`src/hw/rtl/scs_stack_ram.sv`:
```
// scs_stack_ram: generic single-port-write, registered-read memory
// holds the stack entries; no package dependency
module scs_stack_ram #(
  parameter int DEPTH = 16,
  parameter int WIDTH = 62
) (
  input  logic                     clk,
  input  logic                     wr_en,
  input  logic [$clog2(DEPTH)-1:0] wr_addr,
  input  logic [WIDTH-1:0]         wr_data,
  input  logic                     rd_en,
  input  logic [$clog2(DEPTH)-1:0] rd_addr,
  output logic [WIDTH-1:0]         rd_data
);

  logic [WIDTH-1:0] mem [DEPTH];

  always_ff @(posedge clk) begin
    if (wr_en) begin
      mem[wr_addr] <= wr_data;
    end
  end

  always_ff @(posedge clk) begin
    if (rd_en) begin
      rd_data <= mem[rd_addr];
    end
  end

endmodule

```
`config.mk`:
```
export PLATFORM = sky130hd
export DESIGN_NAME = scs_stack_ram
export DESIGN_NICKNAME = d
export VERILOG_FILES = /design/src/hw/rtl/scs_stack_ram.sv
export SDC_FILE = /design/constraint.sdc
export NUM_CORES = 1
export LEC_CHECK = 0
export BUFFER_PORTS_ARGS = -buffer_cell sky130_fd_sc_hd__buf_2
export CORE_ASPECT_RATIO = 0.7
export CORE_UTILIZATION = 55
export DETAILED_ROUTE_END_ITERATION = 8
export PLACE_DENSITY = 0.75
export SYNTH_ARGS = -nofsm -noshare
export SYNTH_HDL_FRONTEND = slang
export SYNTH_SLANG_ARGS = --single-unit
```
`constraint.sdc`:
```
create_clock -name clk -period 6.35 [get_ports clk]
set_input_delay 1.27 -clock clk [delete_from_list [all_inputs] [get_ports clk]]
set_output_delay 1.27 -clock clk [all_outputs]
set_load 0.1 [all_outputs]
```
==> key figures <==
Finish
  • Layout area overhead: 12.3%
  • Share of cells above drive strength 1: between 30% and 40%
  • Nets@finish: 1848
  • Fillers: between 4k and 5k
  • Finished Layout Cells: between 2k and 3k

Die
  • I/O Pins: approximately 140
  • Die W: 320 um
  • Chip height: ~220 um
  • Row count: between 80 and 90
  • Die area: a little over 0.07 mm2
  • Initial Util: ~56%
  • Core area: approximately 0.070 mm2

Global route
  • Largest net degree at the start of global routing: between 100 and 150
  • First-pass GRT wire length: roughly 120 mm
  • Total global routing overflow: 0
  • Total global-route track usage: between 20% and 30%
  • Antenna violations before repair: 5
  • Vias in the first global route: about 18k

Timing
  • Worst Max-Slew Pin Slew: around 1300 ps
  • Worst Clk Skew: around 17 ps
  • Final Hold Fails: 0
  • Final period util: a little over half
  • Final Critical Period: roughly 3300 ps
  • Final Max Slew Viols: 0
  • Max transition margin: between 10 and 15%
  • Setup_tns: 0 ps
  • FMAX: approximately 300 MHz
  • RSZ-0062 raised after global routing: no
  • # setup viols final: 0

Logic synthesis
  • Ranking of synthesized cells by area: edfxtp_1 81%, mux4_2 14%, a22oi_1 2.4%
  • Syn Inst Count: ~1.6k
  • Area share of the largest cell type after synthesis: approximately four fifths
  • Synth async-reset ratio: 0%
  • Synth area leader: edfxtp_1
  • Seq/Total Area, Yosys: 81.3%
  • Unique masters post-synth: 17
  • Yosys reg bits: around 1.1k
  • Mapped Nets: 1671
  • Avg Cell Area, Syn: between 20 and 25 um2
  • Main flop type after synthesis: edfxtp_1
  • Cell with the most instances after synthesis: edfxtp_1
  • Post-synth EDFFs: about 1.1k
  • Post-Syn Area: approximately 0.04 mm2
  • Synth warn: 0
  • Post-synth top cells: 1054 x edfxtp_1, 248 x mux4_2, 124 x a22oi_1

Power
  • Int Power: ~11 mW
  • Worst VDD drop: around 0.33 mV
  • Reg power frac: approximately 55%
  • Lkg Pwr: ~14 nW
  • Tot Pwr: 14.3 mW
  • Clock power frac: 38.4%
  • Pwr dens: 326 mW/mm2
  • Sw frac: approximately 22%
  • NetSw: 3.15 mW
  • Logic gate share of total power: approximately 6.3%

CTS
  • Clk_lat worst skew: ~660 ps
  • Root Driver: clkbuf_16
  • CTS tree: yes
  • Clk buf depth: 3
  • Clock sinks: between 1k and 1.5k
  • CTS Buf Count: 93
  • CTS Hold Bufs: 0
  • Register clock-pin slew on the reported worst setup and hold paths: ~60 ps
  • Max H-tree Level: 3
  • Setup Fix Bufs, Post-CTS: 0
  • Post_cts resized: 0

Setup path
  • Reg2Reg Depth: 3
  • Crit path max fanout: 32
  • RR Startpoint: mem[8][25]
  • Crit Path Class: input port to flop
  • Slowest-stage cell, CP: nor2_4
  • Critical path cell sequence: buf_2 > nand3b_1 > nor2_4 > buf_4
  • Setup crit end kind: flop
  • Critical path startpoint: wr_addr[3]
  • WP data required: approximately 6600 ps
  • Slowest stage delay, CP: approximately 1100 ps
  • Crit path DAT: about 3600 ps
  • Startpoint types: input port

Place
  • Placed Cells: 2593
  • GPL Wtd Cong: 0.735
  • PortBufs: ~130
  • Post-DP HPWL: between 40 and 50 mm

Detailed routing
  • Routed vias/inst: between 6 and 7
  • Wirelength, routed: 82.9 mm
  • Via count: between 15k and 20k
  • Remaining DRCs: 0
  • Iter 0 DRT Violations: roughly 2.5k
  • Pre-antenna DRT Iters: 5
  • DR WL/cell: about 30 um
  • Routed Antenna Nets: 0

Flow run
  • Max Cap Viol: 0

Worst hold path
  • Min-delay worst type: flop to flop
  • Hold Crit Depth: 3
  • Worst Hold Launch: mem[14][23]

Run status
  • Status: finished clean
## logic make-up (layout without fill, tap and decap cells)
family	after synthesis	in the layout	synth area share (%)
muxes	248	248	14.3
other	0	2	0
buffers and inverters	83	332	1.08
AOI/OAI and AO/OA	124	124	2.39
and+or+nand+nor	89	89	0.938
DFF	1054	1054	81.3
## area by class of cell
type | instances | area, um2 | share of cell area (%)
tap | 913 | 1140 | 2.61
antenna | 2 | 5.00 | 0.0114
clock inverter | 55 | 533 | 1.22
sequential | 1054 | 31700 | 72.4
multi-input combinational | 461 | 7020 | 16.1
timing repair buffer | 165 | 988 | 2.26
clock buffer | 112 | 2400 | 5.48
## worst max-delay path, delay by kind of cell
family | cells | cell delay, ps
simple gates | 2 | 1460
buf+inv | 2 | 840
## sequential cells by signal (all words and copies together) (netlist names)
| signal | flops |
|---|---|
| rd_data | 62 |
| mem | 992 |
## power groups by stage
| stage | Combinational [mW] | Sequential (mW) | Clock [mW] |
|---|---|---|---|
| 6_report | 0.900 | 7.89 | 5.49 |
| 5_1_grt | 0.951 | 7.90 | 5.81 |
| 4_1_cts | 0.907 | 7.89 | 5.56 |
| 3_5_place_dp | 0.902 | 8.04 | 0 |
| 3_3_place_gp | 0.884 | 8.03 | 0 |
| 2_1_floorplan | 0.370 | 8.27 | 0 |
## metal layers
layer | vias to the layer above | routed length, um | GRT usage [%]
li1 | 7242 | - | -
met1 | 9452 | 34000 | 34.9
met2 | 921 | 38700 | 35.6
met3 | 110 | 8670 | 6.09
met4 | 6 | 1500 | 5.77
met5 | - | 43 | 0
## path summary, 6_finish.rpt
path                      end  slack, ps
setup reg to reg  rd_data[25]       4600
hold reg to reg   rd_data[23]        740
hold / removal    rd_data[23]        740
setup / recovery   mem[5][55]       3020
## placed cells by master (no fill, tap or decap), drive strengths merged
| master | n |
|---|---|
| and2 | 1 |
| bufinv | 8 |
| nand2 | 63 |
| clkinv | 40 |
| edfxtp | 1054 |
| nor2 | 13 |
| nand2b | 2 |
| nand3b | 2 |
| mux4 | 248 |
| nor3 | 4 |
| inv | 3 |
| buf | 165 |
| clkinvlp | 4 |
| nor2b | 2 |
| diode | 2 |
| nand3 | 1 |
| clkbuf | 112 |
| or3b | 1 |
| a22oi | 124 |
## stage by stage
| step | utilization, % | setup slack (ps) | hold WS [ps] | cell area (um2) |
|---|---|---|---|---|
| floorplan | - | 91.8 | 710 | 39000 |
| global placement | 58.4 | 2420 | 729 | 40800 |
| detailed placement | 58.4 | 2380 | 734 | 40800 |
| CTS | 62.5 | 3040 | 746 | 43700 |
| global route | 62.5 | 2930 | 780 | 43700 |
| finish | 62.5 | 3020 | 744 | 43700 |
Note: power is estimated with default switching activity, not from simulation.
