===== src/hw/rtl/scs_pkg.sv =====
// scs_pkg: shared types and constants for the scissor clip stack
// used by scs_push_calc and scissor_clip_stack_top
package scs_pkg;

  localparam int STACK_DEPTH = 16;
  localparam int CNT_W       = $clog2(STACK_DEPTH + 1);
  localparam int ADDR_W      = $clog2(STACK_DEPTH);
  localparam int WIDE_W      = 27;
  localparam int PADDR_W     = 4;

  typedef logic [CNT_W-1:0]         cnt_t;
  typedef logic [ADDR_W-1:0]        addr_t;
  typedef logic signed [WIDE_W-1:0] wide_t;

  typedef struct packed {
    logic signed [15:0] x;
    logic signed [15:0] y;
    logic [14:0]        w;
    logic [14:0]        h;
  } rect_t;

  localparam int RECT_W = $bits(rect_t);

  typedef struct packed {
    logic [12:0] display_width;
    logic [12:0] display_height;
    logic [15:0] horizontal_scale;
  } cfg_t;

  localparam logic CMD_PUSH = 1'b0;
  localparam logic CMD_POP  = 1'b1;

  localparam logic [1:0] ST_OK        = 2'd0;
  localparam logic [1:0] ST_POP_EMPTY = 2'd1;
  localparam logic [1:0] ST_PUSH_FULL = 2'd2;

  localparam logic [1:0] REG_DISPLAY_WIDTH    = 2'd0;
  localparam logic [1:0] REG_DISPLAY_HEIGHT   = 2'd1;
  localparam logic [1:0] REG_HORIZONTAL_SCALE = 2'd2;

  localparam logic [12:0] RST_DISPLAY_WIDTH    = 13'd640;
  localparam logic [12:0] RST_DISPLAY_HEIGHT   = 13'd480;
  localparam logic [15:0] RST_HORIZONTAL_SCALE = 16'd256;

endpackage


===== src/hw/rtl/scs_push_calc.sv =====
// scs_push_calc: three-stage push arithmetic (scale, defaults and flip, intersect)
// depends on scs_pkg
module scs_push_calc (
  input  logic               clk,
  input  logic               rst,
  input  logic               in_valid,
  input  logic signed [15:0] pos_x,
  input  logic signed [15:0] pos_y,
  input  logic signed [15:0] size_w,
  input  logic signed [15:0] size_h,
  input  scs_pkg::cfg_t      cfg,
  input  scs_pkg::rect_t     top,
  input  logic               has_top,
  output logic               out_valid,
  output scs_pkg::rect_t     rect
);

  function automatic logic signed [15:0] sat_s16(input scs_pkg::wide_t v);
    logic signed [15:0] r;
    if (v > scs_pkg::wide_t'(32767)) r = 16'sh7fff;
    else if (v < scs_pkg::wide_t'(-32768)) r = 16'sh8000;
    else r = v[15:0];
    return r;
  endfunction

  function automatic logic [14:0] sat_u15(input scs_pkg::wide_t v);
    logic [14:0] r;
    if (v < scs_pkg::wide_t'(0)) r = 15'd0;
    else if (v > scs_pkg::wide_t'(32767)) r = 15'h7fff;
    else r = v[14:0];
    return r;
  endfunction

  // stage 1: products
  logic               s1_valid;
  logic signed [32:0] s1_px;
  logic signed [32:0] s1_pw;
  logic signed [15:0] s1_py;
  logic signed [15:0] s1_sh;
  logic signed [32:0] scale_ext;
  logic signed [32:0] prod_x;
  logic signed [32:0] prod_w;

  assign scale_ext = $signed({17'd0, cfg.horizontal_scale});
  assign prod_x    = $signed({{17{pos_x[15]}}, pos_x}) * scale_ext;
  assign prod_w    = $signed({{17{size_w[15]}}, size_w}) * scale_ext;

  // stage 2: truncate toward zero, default sizes, y flip
  logic               s2_valid;
  scs_pkg::wide_t     s2_bx;
  scs_pkg::wide_t     s2_by;
  scs_pkg::wide_t     s2_bw;
  scs_pkg::wide_t     s2_bh;
  logic signed [32:0] adj_x;
  logic signed [32:0] adj_w;
  scs_pkg::wide_t     bx;
  scs_pkg::wide_t     bw_in;
  scs_pkg::wide_t     bw;
  scs_pkg::wide_t     bh;
  scs_pkg::wide_t     py;
  scs_pkg::wide_t     dw;
  scs_pkg::wide_t     dh;

  assign adj_x = s1_px + (s1_px[32] ? 33'sd255 : 33'sd0);
  assign adj_w = s1_pw + (s1_pw[32] ? 33'sd255 : 33'sd0);
  assign bx    = scs_pkg::wide_t'($signed(adj_x[32:8]));
  assign bw_in = scs_pkg::wide_t'($signed(adj_w[32:8]));
  assign py    = scs_pkg::wide_t'(s1_py);
  assign dw    = scs_pkg::wide_t'({1'b0, cfg.display_width});
  assign dh    = scs_pkg::wide_t'({1'b0, cfg.display_height});
  assign bw    = (bw_in == scs_pkg::wide_t'(0)) ? dw - bx : bw_in;
  assign bh    = (s1_sh == 16'sd0) ? dh - py : scs_pkg::wide_t'(s1_sh);

  // stage 3: intersect with the current top, clamp and saturate
  scs_pkg::wide_t tx;
  scs_pkg::wide_t ty;
  scs_pkg::wide_t tr;
  scs_pkg::wide_t tt;
  scs_pkg::wide_t nx;
  scs_pkg::wide_t ny;
  scs_pkg::wide_t cw;
  scs_pkg::wide_t ch;
  scs_pkg::wide_t nw;
  scs_pkg::wide_t nh;

  assign tx = scs_pkg::wide_t'(top.x);
  assign ty = scs_pkg::wide_t'(top.y);
  assign tr = tx + scs_pkg::wide_t'({1'b0, top.w});
  assign tt = ty + scs_pkg::wide_t'({1'b0, top.h});
  assign nx = (has_top && tx > s2_bx) ? tx : s2_bx;
  assign ny = (has_top && ty > s2_by) ? ty : s2_by;
  assign cw = tr - nx;
  assign ch = tt - ny;
  assign nw = (has_top && cw < s2_bw) ? cw : s2_bw;
  assign nh = (has_top && ch < s2_bh) ? ch : s2_bh;

  always_ff @(posedge clk) begin
    if (rst) begin
      s1_valid  <= 1'b0;
      s2_valid  <= 1'b0;
      out_valid <= 1'b0;
    end else begin
      s1_valid  <= in_valid;
      s2_valid  <= s1_valid;
      out_valid <= s2_valid;
    end
  end

  always_ff @(posedge clk) begin
    if (in_valid) begin
      s1_px <= prod_x;
      s1_pw <= prod_w;
      s1_py <= pos_y;
      s1_sh <= size_h;
    end
    if (s1_valid) begin
      s2_bx <= bx;
      s2_bw <= bw;
      s2_bh <= bh;
      s2_by <= dh - py - bh;
    end
    if (s2_valid) begin
      rect.x <= sat_s16(nx);
      rect.y <= sat_s16(ny);
      rect.w <= sat_u15(nw);
      rect.h <= sat_u15(nh);
    end
  end

endmodule


===== config.mk =====
export PLATFORM = sky130hd
export DESIGN_NAME = scs_push_calc
export DESIGN_NICKNAME = d
export VERILOG_FILES = /design/src/hw/rtl/scs_pkg.sv /design/src/hw/rtl/scs_push_calc.sv
export SDC_FILE = /design/constraint.sdc
export NUM_CORES = 2
export LEC_CHECK = 0
export BUFFER_PORTS_ARGS = -buffer_cell sky130_fd_sc_hd__buf_2
export CORE_MARGIN = 3
export CORE_UTILIZATION = 60
export DETAILED_ROUTE_END_ITERATION = 16
export HOLD_SLACK_MARGIN = 0.03
export PLACE_DENSITY = 0.77
export SLEW_MARGIN = 25
export SYNTH_ARGS = -nofsm -noshare
export SYNTH_HDL_FRONTEND = slang
export SYNTH_SLANG_ARGS = --single-unit

===== constraint.sdc =====
create_clock -name clk -period 18.41 [get_ports clk]
set_input_delay 1.841 -clock clk [delete_from_list [all_inputs] [get_ports clk]]
set_output_delay 1.841 -clock clk [all_outputs]
set_load 0.1 [all_outputs]

==> impl_results.md <==
- Pin count of the biggest net entering global routing: 69
- Final worst-path cycle share: 0.536
- Final Cell Area: roughly 40000 um^2
- Syn Area/Cell: 9.23 um^2
- Final setup viols: 0
- P_int: between 3 and 4 mW
- Port Buffers: 234
- Clock power frac: 0.075
- Number of synthesized flops with an enable pin: about 260
- Final Hold Violating Endpoints: 0
- Crit path max fanout: 23
- Total grt overflow: 0
- First-pass GRT wire length: 148 mm
- Hold Crit Class: flop to flop
- Post-Syn Area: 37100 um^2
- Detailed Place HPWL: 72.2 mm
- WP data arrival: between 10 and 15 ns
- Placed inst area: about 39000 um^2
- DRT Wirelength: 92.5 mm
- Effective utilization at floorplan: 0.611
- Static leakage: approximately 19 nW
- Power share of the combinational group: 0.768
- CTS root buf: clkbuf_16
- Layout area overhead: 7.17%
- Die Y: ~250 um
- Die area: around 65000 um^2
- Async SR Flop Fraction: 0
- DR pass1 iterations: 6
- Max-Cap Viols: 0
- Dpl cells: ~4900
- Post-CTS sizing: 0
- Total CTS buffers: 27
- Initial antenna violation count: 4
- Hold WS: 0.542 ns
- Startpoint types: primary input
- Overall Power: just over 7 mW
- Die Width: about 250 um
- I/O pin count: 235
- Ranking of synthesized cells by area: fa_1, edfxtp_1, ha_1
- PwrDens: between 150 and 200 nW/um^2
- Reg power frac: 0.157
- Slew HR: 0.343
- Critical Path RT: approximately 19 ns
- Core Area: about 61000 um^2
- Sw Pwr: around 3.6 mW
- Synth Net Count: between 5000 and 6000
- Longest Clk Path Bufs: 3
- Slew Limit Fails: 0
- Critical path class: primary input to flop
- Skew-Pair Late Insertion Delay: 0.55 ns
- Buf/Inv on CP: 2
- Top-area cell type share of the netlist area: 0.224
- Status: completed
- Yosys cell types: slightly above 80
- Vias in the first global route: approximately 28000
- Unrepaired setup endpoints after global routing: false
- Sequential fraction of the synthesis area: 0.208
- CTS sink cnt: roughly 260
- H-Tree Depth: 1
- CP endpoint kind: flop
- Net Sw Frac: 0.497
- Nets: 5237
- Fmax: 101 MHz
- CTS tree: done
- Final core utilization: 0.655
- Num rows: 90
- GPL Wtd Cong: between 0.9 and 1
- Peak VDD IR: roughly 0.00019 V
- Post-synthesis sequential element count: approximately 260
- Actual slew at the worst max-slew pin: 0.985 ns
- Dpl ws: just over 8 ns
- Vias per inst: between 5 and 6
- R2R setup slack: between 9 and 10 ns
- Mean routed wirelength per cell: 18.6 um
- CP max stage delay: 0.55 ns
- Minimum clock period after layout: approximately 9.9 ns
- Slowest-stage cell, CP: a2111oi_0
- Total GRT Usage: 0.286
- DRT antenna net count: 0
- Fraction of layout cells with a size suffix above 1: 0.0774
- Final Skew: 0.0243 ns
- Final WS setup: 8.55 ns
- Fin Setup TNS: 0 ns
- Postcts setup bufs: 0
- Area leader, netlist: fa_1
- Mapped Cells: 4018
- DRC violations left: 0
- Fin cells: between 4000 and 5000
- Crit path max-delay family: compound AO/OA/AOI/OAI gates
- Number of synthesis warnings: 0
- CTS Hold Bufs: 0
- Most used DFF post-synth: edfxtp_1
- Vias after detailed routing: 28773
- DR iter-0 viols: ~1900
- Clk pin slew, worst setup/hold paths: roughly 0.060 ns
==> sequential cells by signal, summed over array words and instances (netlist names) <==
register   flops
s1_valid       1
rect          62
s1_px         33
s2_bx         25
s1_sh         16
s2_valid       1
s2_by         27
s1_pw         33
s1_py         16
s2_bw         26
out_valid      1
s2_bh         17
==> synthesized netlist by cell type, types with 5 or more instances <==
cell type,number
inv_1,706
ha_1,486
fa_1,415
nand2_1,380
edfxtp_1,255
and2_1,238
a21oi_1,223
nor2_1,174
o21ai_0,152
xnor2_1,128
clkbuf_1,119
nor3_1,83
a21o_1,72
xor2_1,54
nand3_1,52
nand4_1,40
nand2b_1,35
nor2b_1,35
and3_1,28
o21a_1,28
a211oi_1,27
mux2i_1,26
nor4_1,19
o21bai_1,19
a31oi_1,17
o211ai_1,14
or3_1,14
and4_1,13
o22ai_1,13
o31ai_1,11
a2111oi_0,10
or2_2,9
a221oi_1,7
a311oi_1,7
a21boi_0,6
a31o_2,6
a211o_1,5
o31a_1,5
==> cell families after synthesis <==
family                   count (synthesis)  share of synthesized area
buffers and inverters                  833                     0.0846
AO/OA/AOI/OAI                          674                      0.115
AND/OR/NAND/NOR                       1141                      0.153
adder cells (fa/ha/maj)                901                      0.388
multiplexers                            28                    0.00763
flip-flops                             258                      0.208
XOR/XNOR                               183                     0.0434
==> power by group through the flow <==
stage / combinational (mW) / clock (mW) / sequential, mW
3_3_place_gp: 5.37 / 0 / 1.15
3_5_place_dp: 5.48 / 0 / 1.15
6_report: 5.57 / 0.542 / 1.14
4_1_cts: 5.53 / 0.553 / 1.14
5_1_grt: 6.26 / 0.575 / 1.15
2_1_floorplan: 4.07 / 0 / 1.18
==> layout make-up <==
cell class | instances | area [um^2]
repair buffers | 243 | 1240
fillers | 4967 | 21000
inverters | 707 | 2650
multi-input cells | 2927 | 26200
clock buffers | 33 | 698
clock inverters | 16 | 180
flip-flops and latches | 258 | 7720
well taps | 782 | 978
diodes | 4 | 10.0
==> worst reg2reg max path: cells and delay by family (launching register included) <==
| family | cells | cell delay (ns) |
|---|---|---|
| compound gates | 19 | 4.40 |
| xor+xnor | 1 | 0.19 |
| fa+ha+maj | 4 | 1.17 |
| buf+inv | 2 | 0.46 |
| flops | 1 | 0.43 |
| mux | 2 | 0.50 |
| simple gates | 6 | 1.49 |
==> layout by cell type, fill, tap and decap left out, types with 7 or more instances in the layout <==
master / n
a21o_1: 72
xnor2_1: 128
a221oi_1: 7
a311oi_1: 7
buf_4: 10
mux2i_1: 26
nand2b_1: 35
a21oi_1: 223
ha_1: 486
and3_1: 28
o22ai_1: 13
edfxtp_1: 255
and4_1: 13
o21ai_0: 152
xor2_1: 54
a211oi_1: 27
o211ai_1: 14
a2111oi_0: 10
nand4_1: 40
o31ai_1: 10
nor3_1: 83
and2_1: 238
a31oi_1: 15
inv_1: 706
o21bai_1: 19
clkbuf_16: 27
nor2b_1: 35
or2_2: 9
nand2_1: 380
nor2_1: 174
nand3_1: 52
buf_2: 233
fa_1: 415
nor4_1: 19
or3_1: 14
o21a_1: 28
==> path summary, 6_finish.rpt <==
check        startpoint         to  depth (start not counted)
max             top[47]   rect[26]                         34
min           s1_sh[11]  s2_bh[11]                          2
max reg2reg    s2_bx[1]   rect[26]                         34
min reg2reg   s1_sh[11]  s2_bh[11]                          2
==> routing by layer <==
layer,GRT usage,vias up,share of wire
met1,0.396,13854,0.43
met3,0.0343,169,0.072
met2,0.474,1106,0.47
met4,0.0871,0,0.029
li1,-,13644,-
met5,0,-,0
Note: power is estimated with default switching activity, not from simulation.
